File: src/rtl/auwa_pkg.sv
package auwa_pkg;

    localparam int DEGREE_W     = 9;
    localparam int FILTERED_W   = 10;
    localparam int DATA_W       = 32;
    localparam int TURN_DEGREES = 360;
    localparam int SCALE        = 10;
    localparam int QUEUE_DEPTH  = 4;
    localparam int CFG_INDEX_W  = 1;

    localparam logic [CFG_INDEX_W-1:0] CFG_WRAP_LOW  = 1'b0;
    localparam logic [CFG_INDEX_W-1:0] CFG_WRAP_HIGH = 1'b1;

    localparam logic [DEGREE_W-1:0] WRAP_LOW_RESET  = 9'd50;
    localparam logic [DEGREE_W-1:0] WRAP_HIGH_RESET = 9'd300;

    typedef struct packed {
        logic [DEGREE_W-1:0] wrap_low;
        logic [DEGREE_W-1:0] wrap_high;
    } t_cfg;

    typedef struct packed {
        logic full;
        logic empty;
    } t_queue_status;

endpackage

File: src/rtl/auwa_front.sv
module auwa_front #(
    parameter int WINDOW_LENGTH = 30
) (
    input  logic                          i_clk,
    input  logic                          i_rst_n,
    input  auwa_pkg::t_cfg                i_cfg,
    input  logic                          i_in_valid,
    output logic                          o_in_stall,
    input  logic [auwa_pkg::DEGREE_W-1:0] i_raw_degree,
    input  logic                          i_queue_full,
    output logic                          o_push,
    output logic [auwa_pkg::DATA_W-1:0]   o_numerator
);
    import auwa_pkg::*;

    localparam int IDX_W = $clog2(WINDOW_LENGTH);
    localparam logic [IDX_W-1:0]  LAST_IDX = IDX_W'(WINDOW_LENGTH - 1);
    localparam logic [DATA_W-1:0] SCALED_N = DATA_W'(WINDOW_LENGTH * SCALE);
    localparam logic [DATA_W-1:0] TURN     = DATA_W'(TURN_DEGREES);

    logic                     r_seen;
    logic [DEGREE_W-1:0]      r_prev_raw;
    logic [DATA_W-1:0]        r_prev_u;
    logic [DATA_W-1:0]        r_num;
    logic [DATA_W-1:0]        r_total;
    logic [IDX_W-1:0]         r_idx;
    logic [WINDOW_LENGTH-1:0] r_vld;
    logic [DATA_W-1:0]        r_rd;
    logic [DATA_W-1:0]        r_ring [WINDOW_LENGTH];

    logic                     w_accept;
    logic [DATA_W-1:0]        w_raw;
    logic [DATA_W-1:0]        w_u;
    logic [DATA_W-1:0]        w_entry;
    logic [DATA_W-1:0]        w_weighted;
    logic [DATA_W-1:0]        w_old;
    logic [DATA_W-1:0]        n_num;
    logic [DATA_W-1:0]        n_total;
    logic [IDX_W-1:0]         n_idx;

    assign w_accept   = i_in_valid && !i_queue_full;
    assign o_in_stall = i_queue_full;
    assign w_raw      = DATA_W'(i_raw_degree);

    always_comb begin
        if (!r_seen) begin
            w_u = w_raw + TURN;
        end else begin
            w_u = r_prev_u + w_raw - DATA_W'(r_prev_raw);
            if (i_raw_degree < i_cfg.wrap_low && r_prev_raw > i_cfg.wrap_high) begin
                w_u = w_u + TURN;
            end else if (i_raw_degree > i_cfg.wrap_high && r_prev_raw < i_cfg.wrap_low) begin
                w_u = w_u - TURN;
            end
        end
    end

    assign w_entry    = (w_u << 3) + (w_u << 1);
    assign w_weighted = w_u * SCALED_N;
    assign w_old      = r_vld[r_idx] ? r_rd : '0;
    assign n_num      = r_num + w_weighted - r_total;
    assign n_total    = r_total - w_old + w_entry;

    always_comb begin
        n_idx = r_idx;
        if (w_accept) begin
            n_idx = (r_idx == LAST_IDX) ? '0 : r_idx + 1'b1;
        end
    end

    always_ff @(posedge i_clk) begin
        if (!i_rst_n) begin
            r_seen     <= 1'b0;
            r_prev_raw <= '0;
            r_prev_u   <= '0;
            r_num      <= '0;
            r_total    <= '0;
            r_idx      <= '0;
            r_vld      <= '0;
        end else if (w_accept) begin
            r_seen       <= 1'b1;
            r_prev_raw   <= i_raw_degree;
            r_prev_u     <= w_u;
            r_num        <= n_num;
            r_total      <= n_total;
            r_idx        <= n_idx;
            r_vld[r_idx] <= 1'b1;
        end
    end

    // prefetch the slot of the next transaction
    always_ff @(posedge i_clk) begin
        if (w_accept) begin
            r_ring[r_idx] <= w_entry;
        end
        r_rd <= r_ring[n_idx];
    end

    assign o_push      = w_accept;
    assign o_numerator = n_num;

endmodule

File: src/rtl/auwa_queue.sv
module auwa_queue (
    input  logic                        i_clk,
    input  logic                        i_rst_n,
    input  logic                        i_push,
    input  logic [auwa_pkg::DATA_W-1:0] i_data,
    input  logic                        i_pop,
    output logic [auwa_pkg::DATA_W-1:0] o_data,
    output auwa_pkg::t_queue_status     o_status
);
    import auwa_pkg::*;

    localparam int PTR_W = $clog2(QUEUE_DEPTH);
    localparam int CNT_W = $clog2(QUEUE_DEPTH + 1);
    localparam logic [CNT_W-1:0] FULL_COUNT = CNT_W'(QUEUE_DEPTH);

    logic [DATA_W-1:0] r_slot [QUEUE_DEPTH];
    logic [PTR_W-1:0]  r_wr_ptr;
    logic [PTR_W-1:0]  r_rd_ptr;
    logic [CNT_W-1:0]  r_count;
    logic [CNT_W-1:0]  n_count;

    always_comb begin
        n_count = r_count;
        if (i_push && !i_pop) begin
            n_count = r_count + 1'b1;
        end else if (!i_push && i_pop) begin
            n_count = r_count - 1'b1;
        end
    end

    always_ff @(posedge i_clk) begin
        if (!i_rst_n) begin
            r_wr_ptr <= '0;
            r_rd_ptr <= '0;
            r_count  <= '0;
        end else begin
            if (i_push) begin
                r_wr_ptr <= r_wr_ptr + 1'b1;
            end
            if (i_pop) begin
                r_rd_ptr <= r_rd_ptr + 1'b1;
            end
            r_count <= n_count;
        end
    end

    always_ff @(posedge i_clk) begin
        if (i_push) begin
            r_slot[r_wr_ptr] <= i_data;
        end
    end

    assign o_data         = r_slot[r_rd_ptr];
    assign o_status.full  = (r_count == FULL_COUNT);
    assign o_status.empty = (r_count == '0);

`ifndef NO_ASSERTIONS
    a_no_push_full: assert property (@(posedge i_clk) disable iff (!i_rst_n)
        i_push |-> r_count != FULL_COUNT)
        else $error("push while queue full");
    a_no_pop_empty: assert property (@(posedge i_clk) disable iff (!i_rst_n)
        i_pop |-> r_count != '0)
        else $error("pop while queue empty");
    a_count_track: assert property (@(posedge i_clk) disable iff (!i_rst_n)
        (i_push && !i_pop) |=> r_count == $past(r_count) + 1'b1)
        else $error("queue count lost a push");
`endif

endmodule

File: src/rtl/auwa_cdiv.sv
module auwa_cdiv #(
    parameter int DIVISOR = 4650
) (
    input  logic                             i_clk,
    input  logic                             i_rst_n,
    input  logic                             i_en,
    input  logic                             i_valid,
    input  logic                             i_sign,
    input  logic [auwa_pkg::DATA_W-1:0]      i_a,
    output logic                             o_valid,
    output logic                             o_sign,
    output logic [auwa_pkg::DATA_W-1:0]      o_quot,
    output logic [$clog2(DIVISOR)-1:0]       o_rem
);
    import auwa_pkg::*;

    localparam int REM_W = $clog2(DIVISOR);
    localparam logic [63:0] RECIP_FULL = 64'h1_0000_0000 / DIVISOR;
    localparam logic [DATA_W-1:0] RECIP = RECIP_FULL[DATA_W-1:0];
    localparam logic [DATA_W-1:0] DIV   = DATA_W'(DIVISOR);

    logic              r_v1, r_v2;
    logic              r_s1, r_s2;
    logic [DATA_W-1:0] r_a1, r_a2;
    logic [63:0]       r_prod;
    logic [DATA_W-1:0] r_q0;
    logic [DATA_W-1:0] r_qd;

    logic [63:0]       w_prod;
    logic [DATA_W-1:0] w_est;
    logic [63:0]       w_qd;
    logic [DATA_W-1:0] w_rem;
    logic              w_fix;
    logic [DATA_W-1:0] w_rem_fixed;

    assign w_prod = {32'd0, i_a} * {32'd0, RECIP};
    assign w_est  = r_prod[63:32];
    assign w_qd   = {32'd0, w_est} * {32'd0, DIV};
    assign w_rem  = r_a2 - r_qd;
    assign w_fix  = (w_rem >= DIV);
    assign w_rem_fixed = w_fix ? w_rem - DIV : w_rem;

    always_ff @(posedge i_clk) begin
        if (!i_rst_n) begin
            r_v1    <= 1'b0;
            r_v2    <= 1'b0;
            o_valid <= 1'b0;
        end else if (i_en) begin
            r_v1    <= i_valid;
            r_v2    <= r_v1;
            o_valid <= r_v2;
        end
    end

    always_ff @(posedge i_clk) begin
        if (i_en) begin
            r_s1   <= i_sign;
            r_a1   <= i_a;
            r_prod <= w_prod;
            r_s2   <= r_s1;
            r_a2   <= r_a1;
            r_q0   <= w_est;
            r_qd   <= w_qd[DATA_W-1:0];
            o_sign <= r_s2;
            o_quot <= r_q0 + DATA_W'(w_fix);
            o_rem  <= w_rem_fixed[REM_W-1:0];
        end
    end

endmodule

File: src/rtl/auwa_back.sv
module auwa_back #(
    parameter int WINDOW_LENGTH = 30
) (
    input  logic                            i_clk,
    input  logic                            i_rst_n,
    input  logic                            i_queue_valid,
    input  logic [auwa_pkg::DATA_W-1:0]     i_queue_data,
    output logic                            o_pop,
    output logic                            o_out_valid,
    input  logic                            i_out_stall,
    output logic [auwa_pkg::FILTERED_W-1:0] o_filtered_degree
);
    import auwa_pkg::*;

    localparam int WEIGHT_SUM = SCALE * WINDOW_LENGTH * (WINDOW_LENGTH + 1) / 2;
    localparam int WS_REM_W   = $clog2(WEIGHT_SUM);
    localparam int MOD_W      = $clog2(TURN_DEGREES);

    logic                  w_en;
    logic                  r_abs_valid;
    logic                  r_abs_sign;
    logic [DATA_W-1:0]     r_abs;

    logic                  w_v1, w_s1;
    logic [DATA_W-1:0]     w_q1;
    logic [WS_REM_W-1:0]   w_r1;
    logic                  w_v2, w_s2;
    logic [DATA_W-1:0]     w_q2;
    logic [MOD_W-1:0]      w_r2;
    logic [FILTERED_W-1:0] w_mag;

    // whole pipeline holds while the result register is stalled
    assign w_en  = !o_out_valid || !i_out_stall;
    assign o_pop = w_en && i_queue_valid;

    always_ff @(posedge i_clk) begin
        if (!i_rst_n) begin
            r_abs_valid <= 1'b0;
        end else if (w_en) begin
            r_abs_valid <= i_queue_valid;
        end
    end

    always_ff @(posedge i_clk) begin
        if (w_en) begin
            r_abs_sign <= i_queue_data[DATA_W-1];
            r_abs      <= i_queue_data[DATA_W-1] ? '0 - i_queue_data : i_queue_data;
        end
    end

    auwa_cdiv #(
        .DIVISOR (WEIGHT_SUM)
    ) u_div_weight (
        .i_clk   (i_clk),
        .i_rst_n (i_rst_n),
        .i_en    (w_en),
        .i_valid (r_abs_valid),
        .i_sign  (r_abs_sign),
        .i_a     (r_abs),
        .o_valid (w_v1),
        .o_sign  (w_s1),
        .o_quot  (w_q1),
        .o_rem   (w_r1)
    );

    auwa_cdiv #(
        .DIVISOR (TURN_DEGREES)
    ) u_div_turn (
        .i_clk   (i_clk),
        .i_rst_n (i_rst_n),
        .i_en    (w_en),
        .i_valid (w_v1),
        .i_sign  (w_s1),
        .i_a     (w_q1),
        .o_valid (w_v2),
        .o_sign  (w_s2),
        .o_quot  (w_q2),
        .o_rem   (w_r2)
    );

    assign w_mag = FILTERED_W'(w_r2);

    always_ff @(posedge i_clk) begin
        if (!i_rst_n) begin
            o_out_valid <= 1'b0;
        end else if (w_en) begin
            o_out_valid <= w_v2;
        end
    end

    always_ff @(posedge i_clk) begin
        if (w_en) begin
            o_filtered_degree <= w_s2 ? '0 - w_mag : w_mag;
        end
    end

`ifndef NO_ASSERTIONS
    a_turn_quot_small: assert property (@(posedge i_clk) disable iff (!i_rst_n)
        w_v2 |-> w_q2 <= DATA_W'(32'h7fff_ffff / (WEIGHT_SUM * TURN_DEGREES) + 1))
        else $error("turn quotient out of range");
    a_rem_range: assert property (@(posedge i_clk) disable iff (!i_rst_n)
        w_v1 |-> DATA_W'(w_r1) < DATA_W'(WEIGHT_SUM))
        else $error("weight remainder out of range");
    a_hold_on_stall: assert property (@(posedge i_clk) disable iff (!i_rst_n)
        (o_out_valid && i_out_stall) |-> !o_pop)
        else $error("queue popped while result stalled");
`endif

endmodule

File: src/rtl/angle_unwrap_weighted_average_unit.sv
// Unwraps whole-degree direction samples into a continuous angle and returns a
// linear weighted moving average over the last WINDOW_LENGTH samples as a signed
// remainder of 360. One sample is accepted per cycle while the queue is not
// full; each result passes the unwrap and running-sum stage, a four-entry
// queue, a magnitude stage and two constant dividers of three stages each
// (reciprocal multiply, back multiply, correction) before the result register.
// The ring of scaled angles lives in a memory whose entries read as zero until
// first written, so no clearing pass follows reset. The user must write wrap
// thresholds through the configuration port while idle; this is not enforced.
module angle_unwrap_weighted_average_unit #(
    parameter int WINDOW_LENGTH = 30
) (
    input  logic                               i_clk,
    input  logic                               i_rst_n,
    input  logic                               i_cfg_we,
    input  logic [auwa_pkg::CFG_INDEX_W-1:0]   i_cfg_index,
    input  logic [auwa_pkg::DEGREE_W-1:0]      i_cfg_data,
    input  logic                               i_in_valid,
    output logic                               o_in_stall,
    input  logic [auwa_pkg::DEGREE_W-1:0]      i_raw_degree,
    output logic                               o_out_valid,
    input  logic                               i_out_stall,
    output logic signed [auwa_pkg::FILTERED_W-1:0] o_filtered_degree
);
    import auwa_pkg::*;

    t_cfg              r_cfg;
    t_queue_status     w_status;
    logic              w_push;
    logic              w_pop;
    logic [DATA_W-1:0] w_num;
    logic [DATA_W-1:0] w_head;
    logic [FILTERED_W-1:0] w_filtered;

    always_ff @(posedge i_clk) begin
        if (!i_rst_n) begin
            r_cfg.wrap_low  <= WRAP_LOW_RESET;
            r_cfg.wrap_high <= WRAP_HIGH_RESET;
        end else if (i_cfg_we) begin
            case (i_cfg_index)
                CFG_WRAP_LOW: begin
                    r_cfg.wrap_low <= i_cfg_data;
                end
                CFG_WRAP_HIGH: begin
                    r_cfg.wrap_high <= i_cfg_data;
                end
                default: begin
                    r_cfg <= r_cfg;
                end
            endcase
        end
    end

    auwa_front #(
        .WINDOW_LENGTH (WINDOW_LENGTH)
    ) u_front (
        .i_clk        (i_clk),
        .i_rst_n      (i_rst_n),
        .i_cfg        (r_cfg),
        .i_in_valid   (i_in_valid),
        .o_in_stall   (o_in_stall),
        .i_raw_degree (i_raw_degree),
        .i_queue_full (w_status.full),
        .o_push       (w_push),
        .o_numerator  (w_num)
    );

    auwa_queue u_queue (
        .i_clk    (i_clk),
        .i_rst_n  (i_rst_n),
        .i_push   (w_push),
        .i_data   (w_num),
        .i_pop    (w_pop),
        .o_data   (w_head),
        .o_status (w_status)
    );

    auwa_back #(
        .WINDOW_LENGTH (WINDOW_LENGTH)
    ) u_back (
        .i_clk             (i_clk),
        .i_rst_n           (i_rst_n),
        .i_queue_valid     (!w_status.empty),
        .i_queue_data      (w_head),
        .o_pop             (w_pop),
        .o_out_valid       (o_out_valid),
        .i_out_stall       (i_out_stall),
        .o_filtered_degree (w_filtered)
    );

    assign o_filtered_degree = signed'(w_filtered);

endmodule

File: config.mk
export PLATFORM = sky130hd
export DESIGN_NAME = angle_unwrap_weighted_average_unit
export DESIGN_NICKNAME = d
export VERILOG_FILES = /design/src/rtl/auwa_pkg.sv /design/src/rtl/auwa_front.sv /design/src/rtl/auwa_queue.sv /design/src/rtl/auwa_cdiv.sv /design/src/rtl/auwa_back.sv /design/src/rtl/angle_unwrap_weighted_average_unit.sv
export SDC_FILE = /design/constraint.sdc
export NUM_CORES = 2
export LEC_CHECK = 0
export BUFFER_PORTS_ARGS = -buffer_cell sky130_fd_sc_hd__buf_4
export CORE_MARGIN = 4
export CORE_UTILIZATION = 42
export CTS_BUF_LIST = sky130_fd_sc_hd__clkbuf_16
export CTS_CLUSTER_DIAMETER = 30
export CTS_CLUSTER_SIZE = 10
export DETAILED_ROUTE_END_ITERATION = 12
export GPL_TIMING_DRIVEN = 0
export HOLD_SLACK_MARGIN = 0.1
export SETUP_SLACK_MARGIN = 0.5
export SYNTH_ARGS = -nofsm -noshare
export SYNTH_HDL_FRONTEND = slang
export SYNTH_HIERARCHICAL = 1
export SYNTH_SLANG_ARGS = --single-unit
File: constraint.sdc
create_clock -name i_clk -period 18.75 [get_ports i_clk]
set_input_delay 3.75 -clock i_clk [delete_from_list [all_inputs] [get_ports i_clk]]
set_output_delay 3.75 -clock i_clk [all_outputs]
set_load 0.05 [all_outputs]
Yosys cells after proc, flatten, opt, wreduce, memory -nomap -nowiden

Memories as Yosys holds them, arrays and structs flattened. A register that Yosys moved wholly into a read port is not among the register bits.
Cells that the tools add are included.

Memories: 2
Register bits after elaboration: 564
Word-level logic and storage cells: 119
RAM bits: 1088

Memory list:

| memory         | words | bits a word | read ports | clocked after Yosys merged registers in | write ports | line             | RTL |
|---|---|---|---|---|---|---|---|
| u_front.r_ring | 30    | 32          | 1          | 1                                       | 1           | auwa_front.sv:29 | `logic [DATA_W-1:0] r_ring [WINDOW_LENGTH];` |
| u_queue.r_slot | 4     | 32          | 1          | 1                                       | 1           | auwa_queue.sv:16 | `logic [DATA_W-1:0] r_slot [QUEUE_DEPTH];` |

Reductions and logical operators: 18
$mul: 5
Magnitude comparators: 8
Multiplexer cells: 19
Equal/unequal tests: 2
Add/sub/neg operators: 21
Bitwise gates (word level): 2

Operators by type and width:

| kind                                                                | number |
|---|---|
| two-way mux 32 bit                                                  | 4 |
| subtractor 32 bit                                                   | 4 |
| adder 32 bit                                                        | 3 |
| multiplier 32 x 19 -> 51 bit, second input constant                 | 1 |
| multiplier 32 x 9 -> 41 bit, second input constant                  | 1 |
| adder 32 x 9 -> 32 bit                                              | 1 |
| adder 32 x 9 -> 32 bit, second input constant                       | 1 |
| greater-or-equal comparator 32 x 13 -> 1 bit, second input constant | 1 |
| greater-or-equal comparator 32 x 9 -> 1 bit, second input constant  | 1 |
| multiplier 32 x 7 -> 30 bit, second input constant                  | 1 |
| subtractor 1 x 32 -> 32 bit, first input constant                   | 1 |
| subtractor 32 x 9 -> 32 bit                                         | 1 |
| subtractor 32 x 9 -> 32 bit, second input constant                  | 1 |
| multiplier 20 x 12 -> 31 bit, second input constant                 | 1 |
| two-way mux 31 bit                                                  | 1 |
| OR 30 bit                                                           | 1 |
| multiplier 24 x 6 -> 29 bit, second input constant                  | 1 |
| adder 20 x 1 -> 21 bit                                              | 1 |
| greater-than comparator 9 bit                                       | 2 |
| less-than comparator 9 bit                                          | 2 |
| two-way mux 9 bit                                                   | 2 |
| adder 9 x 9 -> 10 bit, second input constant                        | 1 |
| two-way mux 5 bit                                                   | 2 |
| subtractor 1 x 9 -> 10 bit, first input constant                    | 1 |
| 21 further kinds                                                    | 39 |

Longest topological paths before layout

Depth after elaboration: 9
Gate-level depth with buffers: 52
Depth with buffers taken out: 52

Hierarchy

The synthesis kept the hierarchy.

By module, submodules not included:

| module                             | cells an instance | seq. area each (µm²) | area an instance (µm²) | times used |
|---|---|---|---|---|
| auwa_front                         | 4181              | 31310.0              | 54382.2                | 1 |
| auwa_cdiv (u_back.u_div_turn)      | 2085              | 5345.1               | 21099.0                | 1 |
| auwa_cdiv (u_back.u_div_weight)    | 1510              | 5165.0               | 16402.0                | 1 |
| auwa_queue                         | 210               | 4023.9               | 5103.6                 | 1 |
| auwa_back                          | 182               | 1331.3               | 2333.5                 | 1 |
| angle_unwrap_weighted_average_unit | 79                | 360.3                | 748.2                  | 1 |

Worst setup path before layout

Ideal clock, no wire load.

Path kind: input -> register
Start: input port i_out_stall
End: register u_queue.r_count[2]
Stages on the path: 9
Path slack: 4.538 ns
Arrival time: 14.136 ns
Cell sequence: nand2_1 -> and2_1 -> inv_1 -> ha_1 -> inv_1 -> fa_1 -> xor2_1 -> or3_1 -> a21boi_0

Longest elaborated chain between the ends: 6

Ends and longest elaborated chain:

| what                                                    | line                                     | RTL |
|---|---|---|
| from (decl)                                             | angle_unwrap_weighted_average_unit.sv:22 | `input logic i_out_stall,` |
| zero test 1 bit (*)                                     | auwa_back.sv:33                          | `assign w_en = !o_out_valid \|\| !i_out_stall;` |
| logical OR 1 bit (*)                                    | auwa_back.sv:33                          |  |
| logical AND 1 bit (*)                                   | auwa_back.sv:34                          | `assign o_pop = w_en && i_queue_valid;` |
| via w_pop                                               | angle_unwrap_weighted_average_unit.sv:30 | `logic w_pop;` |
| zero test 1 bit                                         | auwa_queue.sv:24                         | `if (i_push && !i_pop) begin` |
| logical AND 1 bit                                       | auwa_queue.sv:24                         |  |
| two-way mux 3 bit or nonzero test 2 bit (tied branches) | -                                        |  |
| to (signal assigned)                                    | auwa_queue.sv:43                         | `r_count <= n_count;` |
| to (decl)                                               | auwa_queue.sv:19                         | `logic [CNT_W-1:0] r_count;` |

The timed path passes the listed nets; every way through them passes the cells marked *.
A chain may end at the register's enable or synchronous reset.

Final worst setup path

Start: input port i_raw_degree[1] in the netlist's numbering
End: register u_front.r_num[31]

Longest elaborated chain between the ends: 9

Ends and longest elaborated chain:

| what                            | line                                     | RTL |
|---|---|---|
| from (decl)                     | angle_unwrap_weighted_average_unit.sv:20 | `input logic [auwa_pkg::DEGREE_W-1:0] i_raw_degree,` |
| adder 32 x 9 -> 32 bit          | auwa_front.sv:49                         | `w_u = r_prev_u + w_raw - DATA_W'(r_prev_raw);` |
| subtractor 32 x 9 -> 32 bit     | auwa_front.sv:49                         |  |
| subtractor 32 x 9 -> 32 bit     | auwa_front.sv:53                         | `w_u = w_u - TURN;` |
| two-way mux 32 bit              | auwa_front.sv:52                         | `end else if (i_raw_degree > i_cfg.wrap_high && r_prev_raw < i_cfg.wrap_low) begin` |
| two-way mux 32 bit              | auwa_front.sv:50                         | `if (i_raw_degree < i_cfg.wrap_low && r_prev_raw > i_cfg.wrap_high) begin` |
| two-way mux 32 bit (*)          | auwa_front.sv:46                         | `if (!r_seen) begin` |
| via u_front.w_u[7]              | auwa_front.sv:33                         | `logic [DATA_W-1:0] w_u;` |
| multiplier 32 x 7 -> 30 bit (*) | auwa_front.sv:59                         | `assign w_weighted = w_u * SCALED_N;` |
| adder 32 bit (*)                | auwa_front.sv:61                         | `assign n_num = r_num + w_weighted - r_total;` |
| subtractor 32 bit (*)           | auwa_front.sv:61                         |  |
| via w_num[31]                   | angle_unwrap_weighted_average_unit.sv:31 | `logic [DATA_W-1:0] w_num;` |
| to (signal assigned)            | auwa_front.sv:84                         | `r_num <= n_num;` |
| to (decl)                       | auwa_front.sv:24                         | `logic [DATA_W-1:0] r_num;` |

Marks and branches as above.

==> results.cfg <==
[synthesis]
synth_area_um2 = 97100
ys.warnings.count = 6
avgSynthCellArea_um2 = 12.1
syn_inst = 8023

[placement]
finalWeightedCongestion = 0.887
post-place-ws_ns = 3.52
hpwl_um = 184000
numPortBuffers = 33

[global_route]
antenna_found_initial = 14
grt_first_pass_wirelength_um = 382000
grt_overflow = 0
grt_start_max_net_pins = 73
gr-usage-all-layers_pct = 20.9
grt_pass1_vias = 63900

[drt]
wl_um = 251000
dr.pass1.iters = 6
vias_per_cell = 5.37
num_vias = 63100
post_drt_wl_per_cell_um = 21.3
postRouteAntennaNets = 0
drt_iter0_markers = 5209
drc_errors = 0

[critical_path]
arrival_ns = 15.15
worstSetupPathType = in2reg
slowest_stage = o21ai_0
crit_path_start_kind = input pin
slowest_delay_ns = 0.84
critical_path_required_ns = 19.46
crit_fanout = 8
cpMostUsedCell = inv_1
path_buf_inv = 7
cp_top_family = compound AO/OA/AOI/OAI gates
endpoint_kind = flop

[cts]
cts_hold_buf = 0
cts_resized = 0
clk_path_buf_depth = 4
clock-root-buffer = clkbuf_16
cts_setup_buffers = 0
cts_made_buffers = 331
cts_tree = built
clk_latency_ns = 0.94
cts_sinks = 1589
cts.reportedPaths.clkPinSlew_ns = 0.05
cts-htree-levels = 5

[timing]
slew_violations = 0
worst_pin_slew_ns = 1.44
hold_viol = 0
finalClockSkew_ns = 0.136
max_slew_margin_pct = 4.15
holdWs_ns = 0.394
setup_slack_ns = 4.32
tns_ns = 0
post-route-period-util_pct = 77.0
max_freq_mhz = 69.3
rsz0062_at_grt = no
min_period_ns = 14.43
setup_viol = 0

[floorplanning]
num_rows = 176
die_w_um = 489
die_h_um = 489
initial_core_util_pct = 42.2
dieArea_um2 = 239000
io_pins = 36
core-area_um2 = 230000

[flow_run]
cap_violations = 0

[final_layout]
syn2layout_area_growth_pct = 16.7
fin_util_pct = 49.3
drive_above_1_share_pct = 11.6
nNetsFinal = 9754
fill_cells = 20000

[outcome]
status = complete, no violations

[hold_path]
worstHoldPathType = reg2reg
==> registers in the layout, summed over array words and instances, names as in the netlist, 20 cells and up, named ones only <==
name	count
u_back/u_div_weight/r_prod	20
u_back/u_div_turn/r_qd	29
u_back/u_div_weight/r_a2	31
u_back/u_div_turn/r_a1	32
u_queue/r_slot	128
u_front/r_ring	930
u_front/r_rd	31
u_front/r_vld	30
u_back/r_abs	32
u_back/u_div_weight/o_quot	21
u_back/u_div_weight/r_a1	31
u_front/r_prev_u	31
u_back/u_div_turn/r_a2	32
u_front/r_num	31
u_back/u_div_turn/r_prod	24
u_front/r_total	31
u_back/u_div_weight/r_qd	31
==> cell usage in the layout, fill, tap and decap left out, drive strengths merged, types with 54 or more instances in the layout <==
cell	count
mux2i	63
nand4	58
nor2	341
nand2b	64
clkinv	120
ha	803
clkbuf	492
a21o	120
and2	83
a21oi	432
fa	482
o21ai	288
edfxtp	1385
buf	155
nand3	197
xor2	128
dfxtp	204
xnor2	242
nand2	624
mux4	256
nor2b	56
and3	54
nor3	99
inv	1293
==> per-stage QoR <==
step	cells	cell area (um2)
6_report	11700	113000
5_1_grt	11700	113000
4_1_cts	11700	113000
3_5_place_dp	11100	102000
3_3_place_gp	11100	101000
2_1_floorplan	8033	97200
==> layer usage <==
metal	GRT usage, %	wire, um
met5	0	0
met4	8.28	9730
met3	3.50	16300
met2	32.7	114000
met1	29.3	111000
==> final cells by class <==
class / instances / area [um2] / area share, %
multi-input combinational: 4976 / 46100 / 40.7
clock buffer: 335 / 8380 / 7.40
antenna: 12 / 30.0 / 0.0265
inverter: 1235 / 4640 / 4.09
tap: 3026 / 3790 / 3.34
clock inverter: 249 / 2410 / 2.12
sequential: 1589 / 45700 / 40.3
buffer: 233 / 1040 / 0.922
timing repair buffer: 79 / 1240 / 1.09
==> worst paths after layout <==
path | slack (ns) | cells after the start | to | startpoint
hold / removal | 0.39 | 0 | u_back/u_div_weight/r_a2[20] | u_back/u_div_weight/r_a1[20]
setup reg to reg | 6.97 | 40 | u_front/r_num[31] | u_front/r_prev_u[0]
hold reg to reg | 0.39 | 0 | u_back/u_div_weight/r_a2[20] | u_back/u_div_weight/r_a1[20]
setup / recovery | 4.32 | 38 | u_front/r_num[31] | i_raw_degree[1]
Power is not shown: default switching activity piles up to over one toggle a cycle in this logic, so the estimate is an artifact.
